[src/hw/rtl/renacc_pkg.sv]
// ----------------------------------------------------------------------------
// renacc_pkg
// shared types, constants and helpers of the relative error norm accumulator
// ----------------------------------------------------------------------------
package renacc_pkg;

  // sample format and lane count
  localparam int unsigned COMPONENTS   = 3;
  localparam int unsigned SAMPLE_WIDTH = 32;
  localparam int unsigned NUM_LANES    = 3;
  localparam int unsigned USED_LANES   = (COMPONENTS > 3) ? 3 : ((COMPONENTS < 1) ? 1 : COMPONENTS);

  typedef struct packed {
    logic signed [31:0] approx_x;
    logic signed [31:0] approx_y;
    logic signed [31:0] approx_z;
    logic signed [31:0] exact_x;
    logic signed [31:0] exact_y;
    logic signed [31:0] exact_z;
    logic        [31:0] weight;
    logic               last_sample;
  } sample_t;

  typedef struct packed {
    logic signed [31:0] error_x;
    logic signed [31:0] error_y;
    logic signed [31:0] error_z;
    logic               norms_valid;
    logic        [31:0] rel_l1;
    logic        [31:0] rel_l2;
    logic        [31:0] rel_linf;
    logic               divide_fault;
  } result_t;

  typedef struct packed {
    logic vector_mode;
  } cfg_t;

  // what one lane hands to the merging stage
  typedef struct packed {
    logic signed [31:0] err;
    logic        [31:0] err_abs;
    logic        [31:0] exact_abs;
    logic        [63:0] err_sq;
    logic        [63:0] exact_sq;
  } lane_res_t;

  // handshake of an iterative unit
  typedef struct packed {
    logic start;
  } unit_ctl_t;

  typedef struct packed {
    logic busy;
    logic done;
  } unit_sts_t;

  function automatic logic [63:0] sat_add(input logic [63:0] a, input logic [63:0] b);
    logic [64:0] s;
    s = {1'b0, a} + {1'b0, b};
    return s[64] ? {64{1'b1}} : s[63:0];
  endfunction

  function automatic logic [31:0] clamp32(input logic [63:0] v);
    return (v[63:32] != 32'd0) ? {32{1'b1}} : v[31:0];
  endfunction

endpackage

[src/hw/rtl/renacc_lane.sv]
// ----------------------------------------------------------------------------
// renacc_lane
// one component: saturated error, magnitudes and their squares
// ----------------------------------------------------------------------------
module renacc_lane import renacc_pkg::*; (
  input  logic               clk_i,
  input  logic               rst_ni,
  input  logic               en_i,
  input  logic               used_i,
  input  logic signed [31:0] approx_i,
  input  logic signed [31:0] exact_i,
  output lane_res_t          res_o
);
  localparam int unsigned Shift = 32 - SAMPLE_WIDTH;

  logic signed [31:0] a_sh, x_sh, a_s, x_s;
  logic signed [32:0] diff;
  logic signed [31:0] err_sat;
  logic        [31:0] err_abs, x_abs;
  logic signed [31:0] err_q;
  logic        [31:0] err_abs_q, x_abs_q;
  logic        [63:0] err_sq_q, x_sq_q;

  // sign extension from the sample width
  assign a_sh = approx_i <<< Shift;
  assign x_sh = exact_i <<< Shift;
  assign a_s  = a_sh >>> Shift;
  assign x_s  = x_sh >>> Shift;

  assign diff = 33'(a_s) - 33'(x_s);

  always_comb begin
    if (diff > 33'sh0_7FFF_FFFF) begin
      err_sat = 32'sh7FFF_FFFF;
    end else if (diff < -33'sh0_8000_0000) begin
      err_sat = -32'sh8000_0000;
    end else begin
      err_sat = diff[31:0];
    end
  end

  assign err_abs = err_sat[31] ? (32'd0 - 32'(err_sat)) : 32'(err_sat);
  assign x_abs   = x_s[31] ? (32'd0 - 32'(x_s)) : 32'(x_s);

  always_ff @(posedge clk_i or negedge rst_ni) begin
    if (!rst_ni) begin
      err_q     <= '0;
      err_abs_q <= '0;
      x_abs_q   <= '0;
      err_sq_q  <= '0;
      x_sq_q    <= '0;
    end else begin
      if (en_i) begin
        err_q     <= used_i ? err_sat : 32'sd0;
        err_abs_q <= used_i ? err_abs : 32'd0;
        x_abs_q   <= used_i ? x_abs : 32'd0;
      end
      // squares follow in the cycle after the magnitudes
      err_sq_q <= 64'(err_abs_q) * 64'(err_abs_q);
      x_sq_q   <= 64'(x_abs_q) * 64'(x_abs_q);
    end
  end

  assign res_o.err       = err_q;
  assign res_o.err_abs   = err_abs_q;
  assign res_o.exact_abs = x_abs_q;
  assign res_o.err_sq    = err_sq_q;
  assign res_o.exact_sq  = x_sq_q;
endmodule

[config.mk]
export PLATFORM = sky130hd
export DESIGN_NAME = renacc_lane
export DESIGN_NICKNAME = d
export VERILOG_FILES = /design/src/hw/rtl/renacc_pkg.sv /design/src/hw/rtl/renacc_lane.sv
export SDC_FILE = /design/constraint.sdc
export NUM_CORES = 2
export LEC_CHECK = 0
export BUFFER_PORTS_ARGS = -buffer_cell sky130_fd_sc_hd__clkbuf_2
export CORE_UTILIZATION = 61
export DETAILED_ROUTE_END_ITERATION = 16
export GPL_TIMING_DRIVEN = 1
export PLACE_DENSITY = 0.8
export REMOVE_ABC_BUFFERS = 1
export SETUP_SLACK_MARGIN = 0.1
export SYNTH_ARGS = -nofsm -noshare
export SYNTH_HDL_FRONTEND = slang
export SYNTH_SLANG_ARGS = --single-unit
[constraint.sdc]
create_clock -name clk_i -period 16.4 [get_ports clk_i]
set_clock_uncertainty 0.05 [all_clocks]
set_input_delay 4.1 -clock clk_i [delete_from_list [all_inputs] [get_ports clk_i]]
set_output_delay 4.1 -clock clk_i [all_outputs]
set_load 0.02 [all_outputs]
==> impl_metrics.tcl <==
set metrics [dict create \
    report.final.setup_viol 0 \
    die_area_mm2 0.115 \
    synth_cell_type_count 99 \
    timing.critical_path.max_delay_family "adder cells" \
    globalRoute.totalOverflow 0 \
    dr.first_iter.drc_count 3933 \
    grt_start_max_net_pins 68 \
    min-delay-path-class "reg2reg" \
    period_minus_slack_ns 9.95 \
    timing_worst_setup_path_type "reg2reg" \
    initial_core_util 0.615 \
    final_layout_size_suffix_gt1_frac 0.0698 \
    max_slew.worst_pin.slew_ns 1.14 \
    cts_resized 0 \
    synth.yosys.seq_area_share 0.0800 \
    tritoncts.num_buffers 34 \
    synth.cells.most_frequent "inv_1 (1967), fa_1 (1585), ha_1 (633)" \
    critical_path.slowest_cell "dfrtp_1" \
    placer_congestion_estimate 0.967 \
    place.port_buffers 289 \
    clkSinkCount 221 \
    top_level_ports 292 \
    wl_per_cell_um 21.8 \
    critical_path_at_ns 10.42 \
    route.final.wire_length_mm 196 \
    status "finished, final reports clean" \
    final-hold-violation-count 0 \
    first_global_vias 56800 \
    yosys.area.top_type_share 0.459 \
    tritoncts "built" \
    hpwl_dp_mm 155 \
    synthToLayoutAreaGrowth_pct 5.80 \
    h_tree_lvls 2 \
    core_region_area_mm2 0.112 \
    clk_pin_slew_ns 0.06 \
    critPathMaxFanout 20 \
    dominantRegCellSynth "dfrtp_1" \
    synth.cell_area_mm2 0.0691 \
    clockRootBuffer "clkbuf_16" \
    die_h_um 339 \
    cpMostUsedCell "fa_1" \
    synth_enable_flop_cells 0 \
    placement_rows 123 \
    grt_setup_unrepaired "no" \
    groute.usage.overall 0.355 \
    max_cap_violations 0 \
    timing.critical_path.depth 25 \
    wire_length_of_the_first_global_routing_pass_mm 313 \
    yosysWarnings 0 \
    postCtsSetupRepairBufs 0 \
    ys_seq_elements 221 \
    synthMostInstantiatedCell "inv_1" \
    final_antenna_net_count 0 \
    synth_async_sr_flop_share 1.00 \
    synth.avg_cell_area_um2 9.41 \
    clockBufferDepth 3 \
    synth.top_cells.by_area "fa_1 (46%), ha_1 (11%), inv_1 (11%)" \
    worst_hold_path.num_cells 1 \
    finalCritPeriodShare 0.606 \
    source_to_sink_clock_delay_at_the_later_pin_of_the_worst_skew_pair_ns 0.61 \
    die_width_um 339 \
    first_pass_detailed_route_iteration_total 5 \
    vias_per_cell 5.78 \
    max_freq_mhz 101 \
    hold_bufs_at_cts 0 \
    synth_area_leader_cell "fa_1" \
    fin_nets 9745 \
    cp.buffers_inverters 3 \
    worstPathRequired_ns 16.88 \
    totalNegativeSetupSlack_ns 0 \
    r2r.worst_path.cells 25 \
    crit_path_start_kind "flop" \
    synth_cells 7346 \
    slew_violations 0 \
    worst_slew_margin_rel 0.234 \
    grt_antenna_before_repair 12 \
    num_vias 52000 \
    critical-path-max-stage-delay_ns 0.97 \
    drcViolationCount 0 \
    worstSetupEndpointType "flop" \
]
-- per-layer routing --
layer / wire length (um) / up-vias / GRT usage
met5: 74 / - / 0
met4: 11600 / 12 / 0.184
met3: 21100 / 689 / 0.0846
met2: 89300 / 2653 / 0.552
met1: 73800 / 26400 / 0.465
li1: - / 22300 / -
-- final timing paths --
kind / start / to / slack (ns)
worst max-delay path: err_abs_q[16] / err_sq_q[58] / 6.45
worst min-delay path: x_abs_q[2] / x_abs_q[2] / 0.46
worst max register to register: err_abs_q[16] / err_sq_q[58] / 6.45
worst min register to register: x_abs_q[2] / x_abs_q[2] / 0.46
max in group asynchronous: rst_ni / err_sq_q[36] / 11.65
min in group asynchronous: rst_ni / x_sq_q[25] / 3.38
-- kinds of logic (layout without fill, tap and decap cells) --
family,count (synthesis),count (layout),share of synthesized area
and+or+nand+nor,1551,1551,0.106
xor gates and xnor gates,269,269,0.0341
other,1,8,0.0000543
adders and majority gates,2218,2218,0.574
DFF,221,221,0.0800
muxes,20,20,0.00304
AOI/OAI and AO/OA,793,793,0.0784
buffers and inverters,2273,2409,0.124
-- placed cells by master, fill, tap and decap left out, types with 19 or more instances in the layout --
cell and n:
a21oi_1 200, nand2b_1 27, xor2_1 110, clkbuf_2 288, nor2b_1 25, ha_1 633, o21ai_0 115, clkbuf_16 35
nor3_1 35, a21o_1 125, o21a_1 21, a22o_1 31, nand4_1 47, fa_1 1585, and2_1 311, inv_1 1967
buf_4 79, dfrtp_1 216, o2bb2ai_1 19, o21bai_1 24, nor2_1 314, and3_1 22, nand3_1 62, a31oi_1 29
o22ai_1 34, xnor2_1 159, a31o_2 30, nand2_1 625
-- stage by stage --
stage | instances | util | hold slack [ns] | worst slack (ns) | area (um^2)
6_report | 8989 | 0.651 | 0.458 | 6.45 | 73100
5_1_grt | 8985 | 0.651 | 0.464 | 6.18 | 73100
4_1_cts | 8983 | 0.651 | 0.461 | 6.68 | 73100
3_5_place_dp | 8923 | 0.640 | 0.445 | 6.51 | 71900
3_3_place_gp | 8923 | 0.640 | 0.439 | 6.72 | 71900
2_1_floorplan | 7055 | - | 0.545 | 7.80 | 68000
-- area by class of cell --
| cell class | instances | area [um^2] |
|---|---|---|
| multi-input combinational | 4853 | 55000 |
| fill | 9044 | 39200 |
| inverter | 1981 | 7440 |
| antenna | 6 | 15.0 |
| clock inverter | 19 | 273 |
| timing repair buffer | 368 | 2050 |
| sequential | 221 | 5540 |
| clock buffer | 41 | 918 |
| tap | 1500 | 1880 |
-- registers in the layout, summed over array words and instances (netlist names) --
register / flops
err_sq_q: 63
x_sq_q: 63
err_abs_q: 31
x_abs_q: 32
err_q: 32
Power is left out: the tool's default activity adds up to more than one toggle a clock period on the data nets, which glitch-free logic cannot reach.
