File: src/hw/rtl/renacc_pkg.sv
// ----------------------------------------------------------------------------
// renacc_pkg
// shared types, constants and helpers of the relative error norm accumulator
// ----------------------------------------------------------------------------
package renacc_pkg;

  // sample format and lane count
  localparam int unsigned COMPONENTS   = 3;
  localparam int unsigned SAMPLE_WIDTH = 32;
  localparam int unsigned NUM_LANES    = 3;
  localparam int unsigned USED_LANES   = (COMPONENTS > 3) ? 3 : ((COMPONENTS < 1) ? 1 : COMPONENTS);

  typedef struct packed {
    logic signed [31:0] approx_x;
    logic signed [31:0] approx_y;
    logic signed [31:0] approx_z;
    logic signed [31:0] exact_x;
    logic signed [31:0] exact_y;
    logic signed [31:0] exact_z;
    logic        [31:0] weight;
    logic               last_sample;
  } sample_t;

  typedef struct packed {
    logic signed [31:0] error_x;
    logic signed [31:0] error_y;
    logic signed [31:0] error_z;
    logic               norms_valid;
    logic        [31:0] rel_l1;
    logic        [31:0] rel_l2;
    logic        [31:0] rel_linf;
    logic               divide_fault;
  } result_t;

  typedef struct packed {
    logic vector_mode;
  } cfg_t;

  // what one lane hands to the merging stage
  typedef struct packed {
    logic signed [31:0] err;
    logic        [31:0] err_abs;
    logic        [31:0] exact_abs;
    logic        [63:0] err_sq;
    logic        [63:0] exact_sq;
  } lane_res_t;

  // handshake of an iterative unit
  typedef struct packed {
    logic start;
  } unit_ctl_t;

  typedef struct packed {
    logic busy;
    logic done;
  } unit_sts_t;

  function automatic logic [63:0] sat_add(input logic [63:0] a, input logic [63:0] b);
    logic [64:0] s;
    s = {1'b0, a} + {1'b0, b};
    return s[64] ? {64{1'b1}} : s[63:0];
  endfunction

  function automatic logic [31:0] clamp32(input logic [63:0] v);
    return (v[63:32] != 32'd0) ? {32{1'b1}} : v[31:0];
  endfunction

endpackage

File: src/hw/rtl/renacc_isqrt.sv
// ----------------------------------------------------------------------------
// renacc_isqrt
// truncated square root of a 64 bit value, one result bit a cycle
// ----------------------------------------------------------------------------
module renacc_isqrt import renacc_pkg::*; (
  input  logic        clk_i,
  input  logic        rst_ni,
  input  unit_ctl_t   ctl_i,
  input  logic [63:0] op_i,
  output unit_sts_t   sts_o,
  output logic [31:0] root_o
);
  logic [63:0] n_q;
  logic [33:0] rem_q;
  logic [31:0] root_q;
  logic [5:0]  cnt_q;
  logic        busy_q, done_q;
  logic [35:0] rem_sh, trial, rem_sub;
  logic        take;

  assign rem_sh  = {rem_q, n_q[63:62]};
  assign trial   = {2'b00, root_q, 2'b01};
  assign take    = rem_sh >= trial;
  assign rem_sub = rem_sh - trial;

  always_ff @(posedge clk_i or negedge rst_ni) begin
    if (!rst_ni) begin
      n_q    <= '0;
      rem_q  <= '0;
      root_q <= '0;
      cnt_q  <= '0;
      busy_q <= 1'b0;
      done_q <= 1'b0;
    end else begin
      done_q <= 1'b0;
      if (ctl_i.start) begin
        n_q    <= op_i;
        rem_q  <= '0;
        root_q <= '0;
        cnt_q  <= 6'd32;
        busy_q <= 1'b1;
      end else if (busy_q) begin
        n_q    <= {n_q[61:0], 2'b00};
        rem_q  <= take ? rem_sub[33:0] : rem_sh[33:0];
        root_q <= {root_q[30:0], take};
        cnt_q  <= cnt_q - 6'd1;
        if (cnt_q == 6'd1) begin
          busy_q <= 1'b0;
          done_q <= 1'b1;
        end
      end
    end
  end

  assign sts_o.busy = busy_q;
  assign sts_o.done = done_q;
  assign root_o     = root_q;
endmodule

File: config.mk
export PLATFORM = sky130hd
export DESIGN_NAME = renacc_isqrt
export DESIGN_NICKNAME = d
export VERILOG_FILES = /design/src/hw/rtl/renacc_pkg.sv /design/src/hw/rtl/renacc_isqrt.sv
export SDC_FILE = /design/constraint.sdc
export NUM_CORES = 1
export LEC_CHECK = 0
export BUFFER_PORTS_ARGS = -buffer_cell sky130_fd_sc_hd__buf_2
export CAP_MARGIN = 20
export CORE_MARGIN = 2
export CORE_UTILIZATION = 35
export CTS_CLUSTER_DIAMETER = 50
export DETAILED_ROUTE_END_ITERATION = 8
export SLEW_MARGIN = 25
export SYNTH_ARGS = -nofsm -noshare
export SYNTH_HDL_FRONTEND = slang
export SYNTH_SLANG_ARGS = --single-unit
File: constraint.sdc
create_clock -name clk_i -period 7 [get_ports clk_i]
set_input_delay 1.4 -clock clk_i [delete_from_list [all_inputs] [get_ports clk_i]]
set_output_delay 1.4 -clock clk_i [all_outputs]
set_load 0.05 [all_outputs]
==> parameters.txt <==
Parameter                              Value

Status
  Outcome    finished, final reports clean

Pwr
  Combinational fraction of design power    between 50 and 60%
  Leakage power    between 5 and 6 nW
  Total chip power    3.953 mW
  Clock network fraction of design power    between 20% and 30%
  Internal portion of total power    2.246 mW
  Sw Ratio    ~43%
  Power per unit of standard cell area    408.1 mW/mm^2
  Sw Pwr    roughly 1.7 mW
  Share of power burned in registers    26.4%
  Worst vdd rail ir drop    0.1859 mV

Floorplanning
  Overall die height    159.3 um
  Horizontal extent of the die    159.3 um
  Count of standard-cell rows    56
  Io pins    101
  Effective utilization at floorplan    a little over a third
  Die area    about 0.025 mm^2
  Floorplan Core Area    0.02354 mm^2

STA
  RSZ-0062 raised after global routing    false
  Setup clock skew after layout    roughly 0.012 ns
  Final critical delay including setup and external delays    3.362 ns
  Period utilization    48.03%
  Top achievable clock speed    0.2975 GHz
  Worst slew margin relative to its limit    37.87%
  Number of pins with negative max-slew slack in the final report    0
  Transition time at the pin with the least slew margin    0.9320 ns
  Final-report setup violation count    0
  Post-Route Hold Slack    0.5219 ns
  Post-route setup TNS    0 ns
  Final hold violations    0

GRT
  Global-route wire length before repair    between 30 and 40 mm
  Pin count of the biggest net entering global routing    103
  Vias in the first global route    roughly 6700
  Number of antenna violations at the first check in global routing    2
  Congestion Overflow GR    0
  GR Util All Layers    15.90%

Placed design
  Instance count after placement with tap cells included    1303
  Placer congestion estimate    0.8557
  Count of buffers inserted at the top-level ports    100
  HPWL reported at the end of detailed placement    13.55 mm

Yosys
  EDFF count, synth    0
  Part of the Yosys area used for sequential elements    40.92%
  Flip-flop and latch count after synthesis    138
  Synthesized instance count    938
  Mean post-synth cell area    8.997 um^2
  Synth area leader    dfrtp_1
  Synth unique cells    65
  Share of synthesized registers carrying an async set or reset    100.0%
  Yosys warning count    0
  Post-synthesis cell area    0.008439 mm^2
  Number of nets produced by synthesis    1041
  Primary flip-flop cell chosen by synthesis mapping    dfrtp_1
  Fraction of synthesized cell area taken by the top area cell type    40.92%
  Cells taking the most area after synthesis    dfrtp_1 (41%), mux2i_1 (11%), nand2_1 (6.1%)
  Commonest cells post-synth    dfrtp_1 (138), nand2_1 (138), mux2i_1 (95)

Clock network
  Worst-case clock buffer depth    2
  Resize count post-CTS    0
  TritonCTS Buffers    17
  Clk Latency, worst-skew pair    0.44 ns
  Number of buffers inserted to repair setup after CTS    0
  Clock Pin Slew Worst Setup and Hold Paths    0.07 ns
  Number of clock sinks    138
  CTS tree    built
  Clock tree root buffer cell    clkbuf_16
  Cts hold-fix bufs    0
  Total number of H-tree levels    4

Final layout
  Final std cells w/o fill    1336
  Fraction of layout cells with a size suffix above 1    16.44%
  Area growth from synthesis to layout    14.77%
  Net total in the final layout    1106
  Filler cells    ~2400
  Core Util, Final    about two fifths

Setup path
  Required time at the worst-slack endpoint    7.33 ns
  Worst EP arrival    3.69 ns
  Setup crit end kind    flip-flop
  Slowest stage cell on the critical path    nor2_4
  Critical-path maximum fanout    29
  Worst path bufs/invs    1
  Crit-path leading delay family    compound AO/OA/AOI/OAI gates
  Dominant cell type by count on the critical path    a211oi_1
  Max incr delay on CP    0.68 ns
  Type of the worst setup path    flip-flop to flip-flop
  Sequence of cells on the critical path    inv_1, ha_1, a211oi_1, nor2_1, o31ai_1, a31oi_2, o21ba_2, nor2_4, a22oi_1, a211oi_1
  Critical Path Start Type    flip-flop

Routing
  Number of DRC markers in iteration 0    about 470
  Via count    6809
  Number of optimization iterations in the first detailed-route pass    5
  Number of remaining DRC errors    0
  Vias per inst    5.097
  Routed len/inst    14.93 um
  Final antenna-violating net count    0
  Detailed-route wire length    19.95 mm

Hold path
  Worst Hold Class    flip-flop to flip-flop

Flow run
  MaxCap Viol Count    0
-- placed cells by master (no fill, tap or decap), types with 9 or more instances in the layout --
cell and n:
a211oi_1 10, a21o_1 10, a21oi_1 50, a311oi_1 17, buf_2 98, clkbuf_16 17, dfrtp_1 137, ha_1 36
inv_1 45, mux2i_1 95, nand2_1 137, nand2b_1 9, nand3_1 12, nor2_1 86, nor3_1 11, o21a_1 12
o21ai_0 92, xnor2_1 18, xor2_1 11
-- tightest hold or removal path: cells and delay by family, from the launching register on --
kind | cells | cell delay [ns]
AND/OR/NAND/NOR | 1 | 0.06
XOR/XNOR | 1 | 0.07
flip-flops | 1 | 0.36
-- power groups by stage --
stage,Clock [mW],Combinational [mW],Sequential (mW)
2_1_floorplan,0,1.63,1.04
3_3_place_gp,0,2.00,1.06
3_5_place_dp,0,2.01,1.06
4_1_cts,0.909,2.03,1.04
5_1_grt,0.947,2.25,1.06
6_report,0.885,2.03,1.04
-- area by class of cell --
cell class	count	area, um^2	share of cell area [%]
diodes	1	2.502	0.02584
clock inverters	15	147.6	1.524
multi-input cells	697	4542	46.89
repair buffers	104	543.0	5.607
well taps	319	399.1	4.121
clock buffers	17	425.4	4.392
flip-flops and latches	138	3457	35.69
inverters	45	168.9	1.744
-- metal layers --
layer	up-vias	track usage (%)	wire length [um]
met4	2	5.537	316
li1	3423	-	-
met2	155	25.67	9309
met3	27	4.090	1084
met5	-	0	13
met1	3202	20.71	9228
-- path summary, 6_finish.rpt --
path | startpoint | endpoint | slack, ns | depth (start not counted)
worst max-delay path | root_o[3] | rem_q[11] | 3.64 | 10
worst min-delay path | cnt_q[5] | cnt_q[5] | 0.52 | 2
worst max register to register | root_o[3] | rem_q[11] | 3.64 | 10
worst min register to register | cnt_q[5] | cnt_q[5] | 0.52 | 2
max in group asynchronous | rst_ni | n_q[23] | 4.69 | 2
min in group asynchronous | rst_ni | root_o[12] | 0.99 | 1
-- registers in the layout (all words and copies together), names as in the netlist --
register  cells
busy_q        1
cnt_q         6
done_q        1
n_q          64
rem_q        34
root_o       32
-- through the flow --
stage | instance area [um^2] | setup slack (ns)
2_1_floorplan | 8439 | 4.061
3_3_place_gp | 9107 | 3.390
3_5_place_dp | 9110 | 3.620
4_1_cts | 9683 | 3.602
5_1_grt | 9683 | 3.326
6_report | 9686 | 3.638
-- cell families (layout without fill, tap and decap cells) --
| group | Yosys count | count (layout) | share of synthesized area, % |
|---|---|---|---|
| AOI/OAI and AO/OA | 243 | 243 | 18.77 |
| adders and majority gates | 36 | 36 | 5.337 |
| muxes | 95 | 95 | 11.27 |
| other | 0 | 1 | 0 |
| buffers and inverters | 103 | 181 | 5.293 |
| DFF | 138 | 138 | 40.92 |
| and+or+nand+nor | 294 | 294 | 15.40 |
| xor gates and xnor gates | 29 | 29 | 3.010 |
Power figures use the tool's default switching activity.
