===== config.mk =====
export PLATFORM = sky130hd
export DESIGN_NAME = renacc_div
export DESIGN_NICKNAME = d
export VERILOG_FILES = /design/src/hw/rtl/renacc_pkg.sv /design/src/hw/rtl/renacc_div.sv
export SDC_FILE = /design/constraint.sdc
export NUM_CORES = 1
export LEC_CHECK = 0
export ABC_AREA = 1
export BUFFER_PORTS_ARGS = -buffer_cell sky130_fd_sc_hd__buf_2
export CORE_UTILIZATION = 35
export CTS_BUF_LIST = sky130_fd_sc_hd__clkbuf_2
export DETAILED_ROUTE_END_ITERATION = 10
export PLACE_DENSITY = 0.6
export SLEW_MARGIN = 20
export SYNTH_ARGS = -nofsm -noshare
export SYNTH_HDL_FRONTEND = slang
export SYNTH_SLANG_ARGS = --single-unit

===== constraint.sdc =====
create_clock -name clk_i -period 5.4 [get_ports clk_i]
set_input_delay 1.08 -clock clk_i [delete_from_list [all_inputs] [get_ports clk_i]]
set_output_delay 1.08 -clock clk_i [all_outputs]
set_load 0.02 [all_outputs]

===== src/hw/rtl/renacc_pkg.sv =====
// ----------------------------------------------------------------------------
// renacc_pkg
// shared types, constants and helpers of the relative error norm accumulator
// ----------------------------------------------------------------------------
package renacc_pkg;

  // sample format and lane count
  localparam int unsigned COMPONENTS   = 3;
  localparam int unsigned SAMPLE_WIDTH = 32;
  localparam int unsigned NUM_LANES    = 3;
  localparam int unsigned USED_LANES   = (COMPONENTS > 3) ? 3 : ((COMPONENTS < 1) ? 1 : COMPONENTS);

  typedef struct packed {
    logic signed [31:0] approx_x;
    logic signed [31:0] approx_y;
    logic signed [31:0] approx_z;
    logic signed [31:0] exact_x;
    logic signed [31:0] exact_y;
    logic signed [31:0] exact_z;
    logic        [31:0] weight;
    logic               last_sample;
  } sample_t;

  typedef struct packed {
    logic signed [31:0] error_x;
    logic signed [31:0] error_y;
    logic signed [31:0] error_z;
    logic               norms_valid;
    logic        [31:0] rel_l1;
    logic        [31:0] rel_l2;
    logic        [31:0] rel_linf;
    logic               divide_fault;
  } result_t;

  typedef struct packed {
    logic vector_mode;
  } cfg_t;

  // what one lane hands to the merging stage
  typedef struct packed {
    logic signed [31:0] err;
    logic        [31:0] err_abs;
    logic        [31:0] exact_abs;
    logic        [63:0] err_sq;
    logic        [63:0] exact_sq;
  } lane_res_t;

  // handshake of an iterative unit
  typedef struct packed {
    logic start;
  } unit_ctl_t;

  typedef struct packed {
    logic busy;
    logic done;
  } unit_sts_t;

  function automatic logic [63:0] sat_add(input logic [63:0] a, input logic [63:0] b);
    logic [64:0] s;
    s = {1'b0, a} + {1'b0, b};
    return s[64] ? {64{1'b1}} : s[63:0];
  endfunction

  function automatic logic [31:0] clamp32(input logic [63:0] v);
    return (v[63:32] != 32'd0) ? {32{1'b1}} : v[31:0];
  endfunction

endpackage


===== src/hw/rtl/renacc_div.sv =====
// ----------------------------------------------------------------------------
// renacc_div
// fractional divide floor(num * 2^f / den), f 16 or 32, saturated to 64 bits
// ----------------------------------------------------------------------------
module renacc_div import renacc_pkg::*; (
  input  logic        clk_i,
  input  logic        rst_ni,
  input  unit_ctl_t   ctl_i,
  input  logic        frac16_i,
  input  logic [63:0] num_i,
  input  logic [63:0] den_i,
  output unit_sts_t   sts_o,
  output logic [63:0] quo_o
);
  logic [95:0] dvd_q;
  logic [63:0] den_q, rem_q, quo_q;
  logic        ovf_q;
  logic [6:0]  cnt_q;
  logic        busy_q, done_q;
  logic [64:0] r, r_sub;
  logic        ge;

  assign r     = {rem_q, dvd_q[95]};
  assign ge    = r >= {1'b0, den_q};
  assign r_sub = r - {1'b0, den_q};

  always_ff @(posedge clk_i or negedge rst_ni) begin
    if (!rst_ni) begin
      dvd_q  <= '0;
      den_q  <= '0;
      rem_q  <= '0;
      quo_q  <= '0;
      ovf_q  <= 1'b0;
      cnt_q  <= '0;
      busy_q <= 1'b0;
      done_q <= 1'b0;
    end else begin
      done_q <= 1'b0;
      if (ctl_i.start) begin
        dvd_q  <= {num_i, 32'd0};
        den_q  <= den_i;
        rem_q  <= '0;
        quo_q  <= '0;
        ovf_q  <= 1'b0;
        cnt_q  <= frac16_i ? 7'd80 : 7'd96;
        busy_q <= 1'b1;
      end else if (busy_q) begin
        dvd_q <= {dvd_q[94:0], 1'b0};
        rem_q <= ge ? r_sub[63:0] : r[63:0];
        quo_q <= {quo_q[62:0], ge};
        ovf_q <= ovf_q | quo_q[63];
        cnt_q <= cnt_q - 7'd1;
        if (cnt_q == 7'd1) begin
          busy_q <= 1'b0;
          done_q <= 1'b1;
        end
      end
    end
  end

  assign sts_o.busy = busy_q;
  assign sts_o.done = done_q;
  assign quo_o      = ovf_q ? {64{1'b1}} : quo_q;
endmodule


==> metrics.yaml, run 1 <==
synth:
  seq_area_frac_synth_pct: 37.51
  async_reset_ff_share_pct: 100.0
  ys_warn_count: 0
  syn-num-nets: 2865
  synth_edf_count: 0
  syn_inst: 2666
  syn_area_um2: 17750
  synth_cell_types: 34
  synth_flop_cell: "dfrtp_1"
  syn_area_per_cell_um2: 6.657
  synth-seq-cells: 266
pwr:
  peakVddDrop_uv: 137.9
  power_density_nw_per_um2: 213.3
  clockPowerShare_pct: 34.6
  switching_share_pct: 32.44
  internal_power_mw: 2.876
  seqPwrFrac_pct: 49.8
  p_leak_nw: 11.94
  p_switching_mw: 1.381
  p_comb_share_pct: 15.6
worst_setup_path:
  crit_path_end_kind: "output port"
  cp-start-kind: "flip-flop"
  arrival_ns: 2.80
  path_class: "reg2out"
  crit_required_ns: 4.32
  cp_max_fo: 36
floorplanning:
  die_h_um: 227.2
  row_count: 82
  dieArea_um2: 51610
  core_um2: 50070
  start_util_pct: 35.45
  dieWidth_um: 227.2
  io_pins: 198
clock_tree:
  cts_setup_buffers: 0
  clk_latency_ns: 1.06
  cts_root_buf: "clkbuf_2"
  cts_buffers: 74
  path_clk_slew_ns: 0.12
  htree_levels: 3
  clock-sinks: 266
  clockBufferDepth: 3
  cts_tree: "done"
detailed_routing:
  routed-via-count: 16770
  met2_length_mm: 23.20
  dr_wl_met3_mm: 3.684
  drt_iter0_drc: 949
  top_layer_used: "met5"
  wl_met1_mm: 24.70
  drc_errors: 0
  routed_wirelength_mm: 53.64
  routed_via_density: 4.677
  detail-route-antenna-nets: 0
  drtPass1Iterations: 6
  wire_per_inst_um: 14.96
timing:
  slew_viol_final: 0
  fin_crit_sh_pct: 71.87
  hold_violations: 0
  tightest_slew_ns: 0.8903
  finalClockSkew_ns: 0.1198
  setup_viol_count_final: 0
  fin_crit_ns: 3.881
  maxSlewHeadroom_pct: 40.65
  fmax_mhz: 257.7
  setup_tns_ns: 0
  rsz0062_at_grt: "no"
cells_and_area:
  final_cell_area_um2: 19950
  nets: 3062
  final_cells: 3585
  syn_to_final_growth_pct: 12.44
  drive_above_1_share_pct: 12.24
grt:
  antenna_found_initial: 15
  grt_usage_pct: 21.34
  grt_pass1_vias: 16720
  grt_max_degree: 111
  grt_pass1_wl_mm: 86.20
  grt_overflow_total: 0
place:
  place_area_um2: 19280
  port_buffers: 197
  dp_hpwl_mm: 40.93
  gp_congestion: 1.010
  dp.cells: 3458
flow_run:
  max_cap_violations: 0
outcome:
  status: "finished clean"
worst_hold_path:
  holdCritPathClass: "in2reg"
-- per-stage QoR --
step | hold slack, ns | power (mW) | setup slack [ns] | util, %
final | 0.2312 | 4.257 | 1.519 | 39.85
after global routing | 0.1457 | 4.549 | 1.257 | 39.84
after CTS | 0.06256 | 4.345 | 1.376 | 39.83
after detailed placement | 0.4721 | 2.830 | 2.342 | 38.51
after global placement | 0.4721 | 2.823 | 2.376 | 38.51
after floorplan | 0.4459 | 2.595 | 3.055 | -
-- cell type report --
cell class                      count  area, µm²
Tap cell                          672      840.8
Clock buffer                       90      450.4
Sequential cell                   266       6656
Clock inverter                     31      197.7
Antenna cell                        5      12.51
Fill cell                        5602      30110
Inverter                          558       2098
Timing Repair Buffer              212       1142
Multi-Input combinational cell   1751       8556
-- worst paths after layout --
kind	startpoint	end	slack (ns)	cells past startpoint
min in group asynchronous	rst_ni	den_q[19]	0.69	2
hold / removal	den_i[23]	den_q[23]	0.23	3
setup / recovery	ovf_q	quo_o[4]	1.52	4
hold reg to reg	den_q[0]	den_q[0]	0.49	2
setup reg to reg	rem_q[2]	rem_q[55]	2.24	15
max in group asynchronous	rst_ni	quo_q[7]	3.56	3
-- flip-flops by register name, indices dropped and copies added (netlist names) --
| signal | flops |
|---|---|
| busy_q | 1 |
| cnt_q | 7 |
| done_q | 1 |
| dvd_q | 64 |
| quo_q | 64 |
| den_q | 64 |
| rem_q | 64 |
| ovf_q | 1 |
-- power groups by stage --
stage               sequential [mW]  combinational (mW)  clock [mW]
floorplan                      2.15               0.442           0
global placement               2.16               0.665           0
detailed placement             2.16               0.669           0
CTS                            2.12               0.675        1.55
global route                   2.13               0.764        1.65
finish                         2.12               0.664        1.47
-- metal layers --
| metal | vias up | track usage (%) |
|---|---|---|
| met1 | 7587 | 27.46 |
| met3 | 118 | 5.821 |
| met5 | - | 0 |
| met4 | 16 | 9.764 |
| met2 | 450 | 33.26 |
| li1 | 8597 | - |
-- cells in the mapped netlist, types with 29 or more instances --
| cell | count | area, µm² |
|---|---|---|
| nand3b_1 | 54 | 405.4 |
| dfrtp_1 | 266 | 6656 |
| clkbuf_1 | 59 | 221.5 |
| ha_1 | 66 | 825.8 |
| o221ai_1 | 63 | 551.8 |
| nand3_1 | 109 | 545.5 |
| o21ai_0 | 74 | 370.4 |
| xnor2_1 | 29 | 254.0 |
| nor2_1 | 111 | 416.7 |
| a21oi_1 | 42 | 210.2 |
| nand2_1 | 1063 | 3990 |
| o22ai_1 | 65 | 406.6 |
| inv_1 | 553 | 2076 |
-- layout by cell type, fill, tap and decap left out, types with 5 or more instances in the layout --
master    instances
nand4_1          14
buf_4            12
o221ai_1         63
xnor2_1          29
nand2_1        1063
nand3b_1         54
nand2_2           6
clkbuf_2         90
diode_2           5
ha_1             66
nor2_2           10
and2_1            6
nand3_2          15
a21oi_1          42
nand3_1         109
o21ai_0          74
clkinv_1         22
dfrtp_1         266
buf_2           195
inv_1           551
nor3_1            7
nor2_1          109
o22ai_1          65
-- critical path: stages, from the launching register on --
cell,delay [ns]
dfrtp_1,0.34
clkinv_1,0.60
buf_4,0.51
nand2_1,0.13
buf_2,0.17
-- cell families after synthesis --
kind of cell / share of synthesized area (%)
and+or+nand+nor: 32.90
xor gates and xnor gates: 1.629
DFF: 37.51
buffers and inverters: 14.40
adders and majority gates: 4.766
AOI/OAI and AO/OA: 8.799
-- repair_timing --
| item | CTS | global route |
|---|---|---|
| hold buffers | 1 | 0 |
| resized for setup | 0 | 0 |
| endpoints found under the hold margin | 22 | 0 |
Note: power is estimated with default switching activity, not from simulation.
==> run 2: changes to the inputs <==
--- a/config.mk
+++ b/config.mk
@@ -5,12 +5,12 @@
 export SDC_FILE = /design/constraint.sdc
 export NUM_CORES = 1
 export LEC_CHECK = 0
-export ABC_AREA = 1
+export ABC_AREA = 0
 export BUFFER_PORTS_ARGS = -buffer_cell sky130_fd_sc_hd__buf_2
 export CORE_UTILIZATION = 35
 export CTS_BUF_LIST = sky130_fd_sc_hd__clkbuf_2
 export DETAILED_ROUTE_END_ITERATION = 10
-export PLACE_DENSITY = 0.6
+export PLACE_DENSITY = 0.61
 export SLEW_MARGIN = 20
 export SYNTH_ARGS = -nofsm -noshare
 export SYNTH_HDL_FRONTEND = slang
==> constraint.sdc (replaced) <==
create_clock -name clk_i -period 3.95 [get_ports clk_i]
set_input_delay 0.79 -clock clk_i [delete_from_list [all_inputs] [get_ports clk_i]]
set_output_delay 0.79 -clock clk_i [all_outputs]
set_load 0.02 [all_outputs]
==> run 2 against run 1 <==
Against the previous run:
- hold slack lost 0.052 ns
- critical path type is now reg2reg
- synthesized cell count is 31% lower
- power rose by 150%
- highest routed layer unchanged
- non-clock buffer count rose by 135
==> metrics.yaml, run 2 <==
outcome:
  status: "finished clean"
pwr:
  p_comb_share_pct: 49.4  # +34 points
  seqPwrFrac_pct: 32.0  # -18 points
  clockPowerShare_pct: 18.6  # -16 points
  power_density_nw_per_um2: 544.9  # +160%
  p_leak_nw: 10.47  # -12%
  internal_power_mw: 6.012  # +110%
  peakVddDrop_uv: 272.9  # +98%
  switching_share_pct: 43.23  # +11 points
  p_switching_mw: 4.578  # +230%
timing:
  hold_violations: 0  # unchanged
  setup_slack_ns: 0.2813  # -1.238 ns
  fin_crit_sh_pct: 92.88
  setup_tns_ns: 0  # unchanged
  fin_crit_ns: 3.669
  tightest_slew_ns: 0.9006  # +0.01025 ns
  fmax_mhz: 272.6
  rsz0062_at_grt: "no"
  slew_viol_final: 0  # unchanged
  setup_viol_count_final: 0  # unchanged
  finalClockSkew_ns: 0.08319  # -0.03665 ns
  whs_ns: 0.1791  # -0.05208 ns
  maxSlewHeadroom_pct: 39.96  # -0.68 points
detailed_routing:
  drtPass1Iterations: 5  # -1
  drt_iter0_drc: 721  # -24%
  detail-route-antenna-nets: 0  # unchanged
  routed-via-count: 14050  # -16%
  met2_length_mm: 19.57  # -16%
  drc_errors: 0  # unchanged
  wl_met1_mm: 19.23  # -22%
  top_layer_used: "met5"
  routed_wirelength_mm: 42.13  # -21%
  routed_via_density: 5.042  # +7.8%
  dr_wl_met3_mm: 2.323  # -37%
  wire_per_inst_um: 15.12  # +1.0%
clock_tree:
  clockBufferDepth: 3  # unchanged
  cts_tree: "done"
  htree_levels: 3  # unchanged
  cts_root_buf: "clkbuf_2"
  clock-sinks: 266  # unchanged
  path_clk_slew_ns: 0.13  # about the same
  cts_buffers: 74  # unchanged
  cts_setup_buffers: 0  # unchanged
  clk_latency_ns: 1.03  # -0.03 ns
grt:
  grt_overflow_total: 0  # unchanged
  grt_pass1_wl_mm: 70.53  # -18%
  grt_max_degree: 133  # +20%
  grt_pass1_vias: 14150  # -15%
  antenna_found_initial: 9  # -6
  grt_usage_pct: 18.34  # -3.0 points
synth:
  synthMuxAreaShare_pct: 9.195  # +9.2 points
  syn_inst: 1834  # -31%
  synth_area_leaders: "dfrtp_1 (41%), mux2i_1 (8.8%), o21ai_0 (5.3%), ha_1 (5.1%), nand2_1 (5.0%)"
  synth_commonest_cells: "dfrtp_1 (266), nand2_1 (212), nor2_1 (206), o21ai_0 (170), mux2i_1 (142)"
  synth_flop_cell: "dfrtp_1"
  yosysMostFrequentCell: "dfrtp_1"
  synth_edf_count: 0  # unchanged
  syn-num-nets: 2033  # -29%
  synth_compound_area_share_pct: 18.77  # +10 points
  synth-seq-cells: 266  # unchanged
  ys_warn_count: 0  # unchanged
  synth_top_family_by_area: "compound AO/OA/AOI/OAI gates"
  seq_area_frac_synth_pct: 41.42  # +3.9 points
  syn_area_um2: 16070  # -9.4%
  yosys.area.top_type: "dfrtp_1"
  synthAdderAreaFrac_pct: 5.263  # +0.50 points
  yosysTopAreaCellShare_pct: 41.42  # +3.9 points
  synth_xor_area_share_pct: 2.998  # +1.4 points
  async_reset_ff_share_pct: 100.0  # unchanged
  synthSimpleGateAreaFrac_pct: 16.77  # -16 points
  syn_area_per_cell_um2: 8.762  # +32%
  synth_cell_types: 73  # +110%
floorplanning:
  io_pins: 198  # unchanged
  core_um2: 45380  # -9.4%
  dieArea_um2: 46780  # -9.4%
  die_h_um: 216.3  # -4.8%
  start_util_pct: 35.41  # about the same
  row_count: 78  # -4.9%
  dieWidth_um: 216.3  # -4.8%
place:
  port_buffers: 197  # unchanged
  dp_hpwl_mm: 28.88  # -29%
  gp_congestion: 0.8941  # -11%
  place_area_um2: 17470  # -9.4%
  pre_cts_ws_ns: 0.2814  # -2.061 ns
worst_setup_path:
  worstRegToRegCells: 13  # -2
  rr_startpoint: "dvd_q[95]"
  cp-start-kind: "flip-flop"
  reg2reg_slack_ns: 0.28  # -1.96 ns
  cp_max_fo: 4  # -89%
  path_class: "reg2reg"
  r2r_end: "rem_q[58]"
  crit_path_end_kind: "flip-flop"
  arrival_ns: 4.57  # +1.77 ns
  endpoint: "rem_q[58]"
  crit_required_ns: 4.85  # +0.53 ns
  critPathLaunch: "dvd_q[95]"
cells_and_area:
  final_cell_mix: "dfrtp_1 (265), nand2_1 (212), nor2_1 (206)"
  final_cell_area_um2: 19440  # -2.6%
  syn_to_final_growth_pct: 20.95
  drive_above_1_share_pct: 19.54  # +7.3 points
  nets: 2330  # -24%
  final_common_cell: "dfrtp_1"
  final_util_pct: 42.83  # +3.0 points
worst_hold_path:
  holdCritPathClass: "in2reg"
flow_run:
  max_cap_violations: 0  # unchanged
==> run 2: cell families (layout without fill, tap and decap cells) <==
kind of cell	count (synthesis)	count (layout)
compound gates	487	487
mux	147	147
buf+inv	210	556
xor+xnor	55	55
fa+ha+maj	67	67
flops	266	266
other cells	0	7
simple gates	602	602
==> run 2: routing by layer <==
metal	vias to the layer above	global-route usage, %
met1	6622	23.79
met5	-	0
met4	4	6.174
li1	6997	-
met3	76	4.575
met2	354	29.72
==> run 2: cell type report <==
class / instances / area (µm²)
Antenna cell: 7 / 17.52
Fill cell: 4530 / 25940
Inverter: 84 / 315.3
Tap cell: 600 / 750.7
Timing Repair Buffer: 347 / 2532
Clock buffer: 105 / 525.5
Multi-Input combinational cell: 1358 / 8532
Clock inverter: 20 / 103.9
Sequential cell: 266 / 6660
==> run 2: critical path, stage by stage, from the launching register on <==
cell and delay [ns]:
dfrtp_1 0.39, inv_1 0.06, ha_1 0.22, fa_1 0.38, nor2b_1 0.19, o2111ai_1 0.25
a211oi_2 0.33, o311a_1 0.26, o31a_1 0.25, a21oi_2 0.12, o21ai_2 0.19, nor4bb_2 0.31
mux2_1 0.36, a221oi_2 0.25
==> run 2: timing repair <==
action,CTS,global route
hold endpoints to repair,198,0
hold buffers,130,0
endpoints found under the setup margin,0,2
resized for setup,0,3
==> run 2: stage by stage <==
| step | power [mW] | cells |
|---|---|---|
| 5_1_grt | 11.49 | 2787 |
| 3_3_place_gp | 8.484 | 2525 |
| 4_1_cts | 10.69 | 2780 |
| 3_5_place_dp | 8.525 | 2525 |
| 6_report | 10.59 | 2787 |
| 2_1_floorplan | 7.396 | 1834 |
==> run 2: power by group through the flow <==
stage	sequential (mW)	combinational, mW	clock, mW
finish	3.39	5.23	1.97
global placement	3.42	5.06	0
CTS	3.39	5.22	2.08
detailed placement	3.44	5.09	0
floorplan	3.36	4.04	0
global route	3.45	5.84	2.21
==> run 2: how the worst min path moves through the flow <==
stage | startpoint | endpoint | slack [ns] | cells after the start
2_1_floorplan | cnt_q[6] | cnt_q[6] | 0.48 | 2
3_3_place_gp | cnt_q[6] | cnt_q[6] | 0.50 | 2
3_5_place_dp | cnt_q[6] | cnt_q[6] | 0.51 | 2
4_1_cts | ctl_i | dvd_q[94] | 0.04 | 3
5_1_grt | ctl_i | dvd_q[92] | 0.11 | 3
6_report | ctl_i | dvd_q[94] | 0.18 | 3
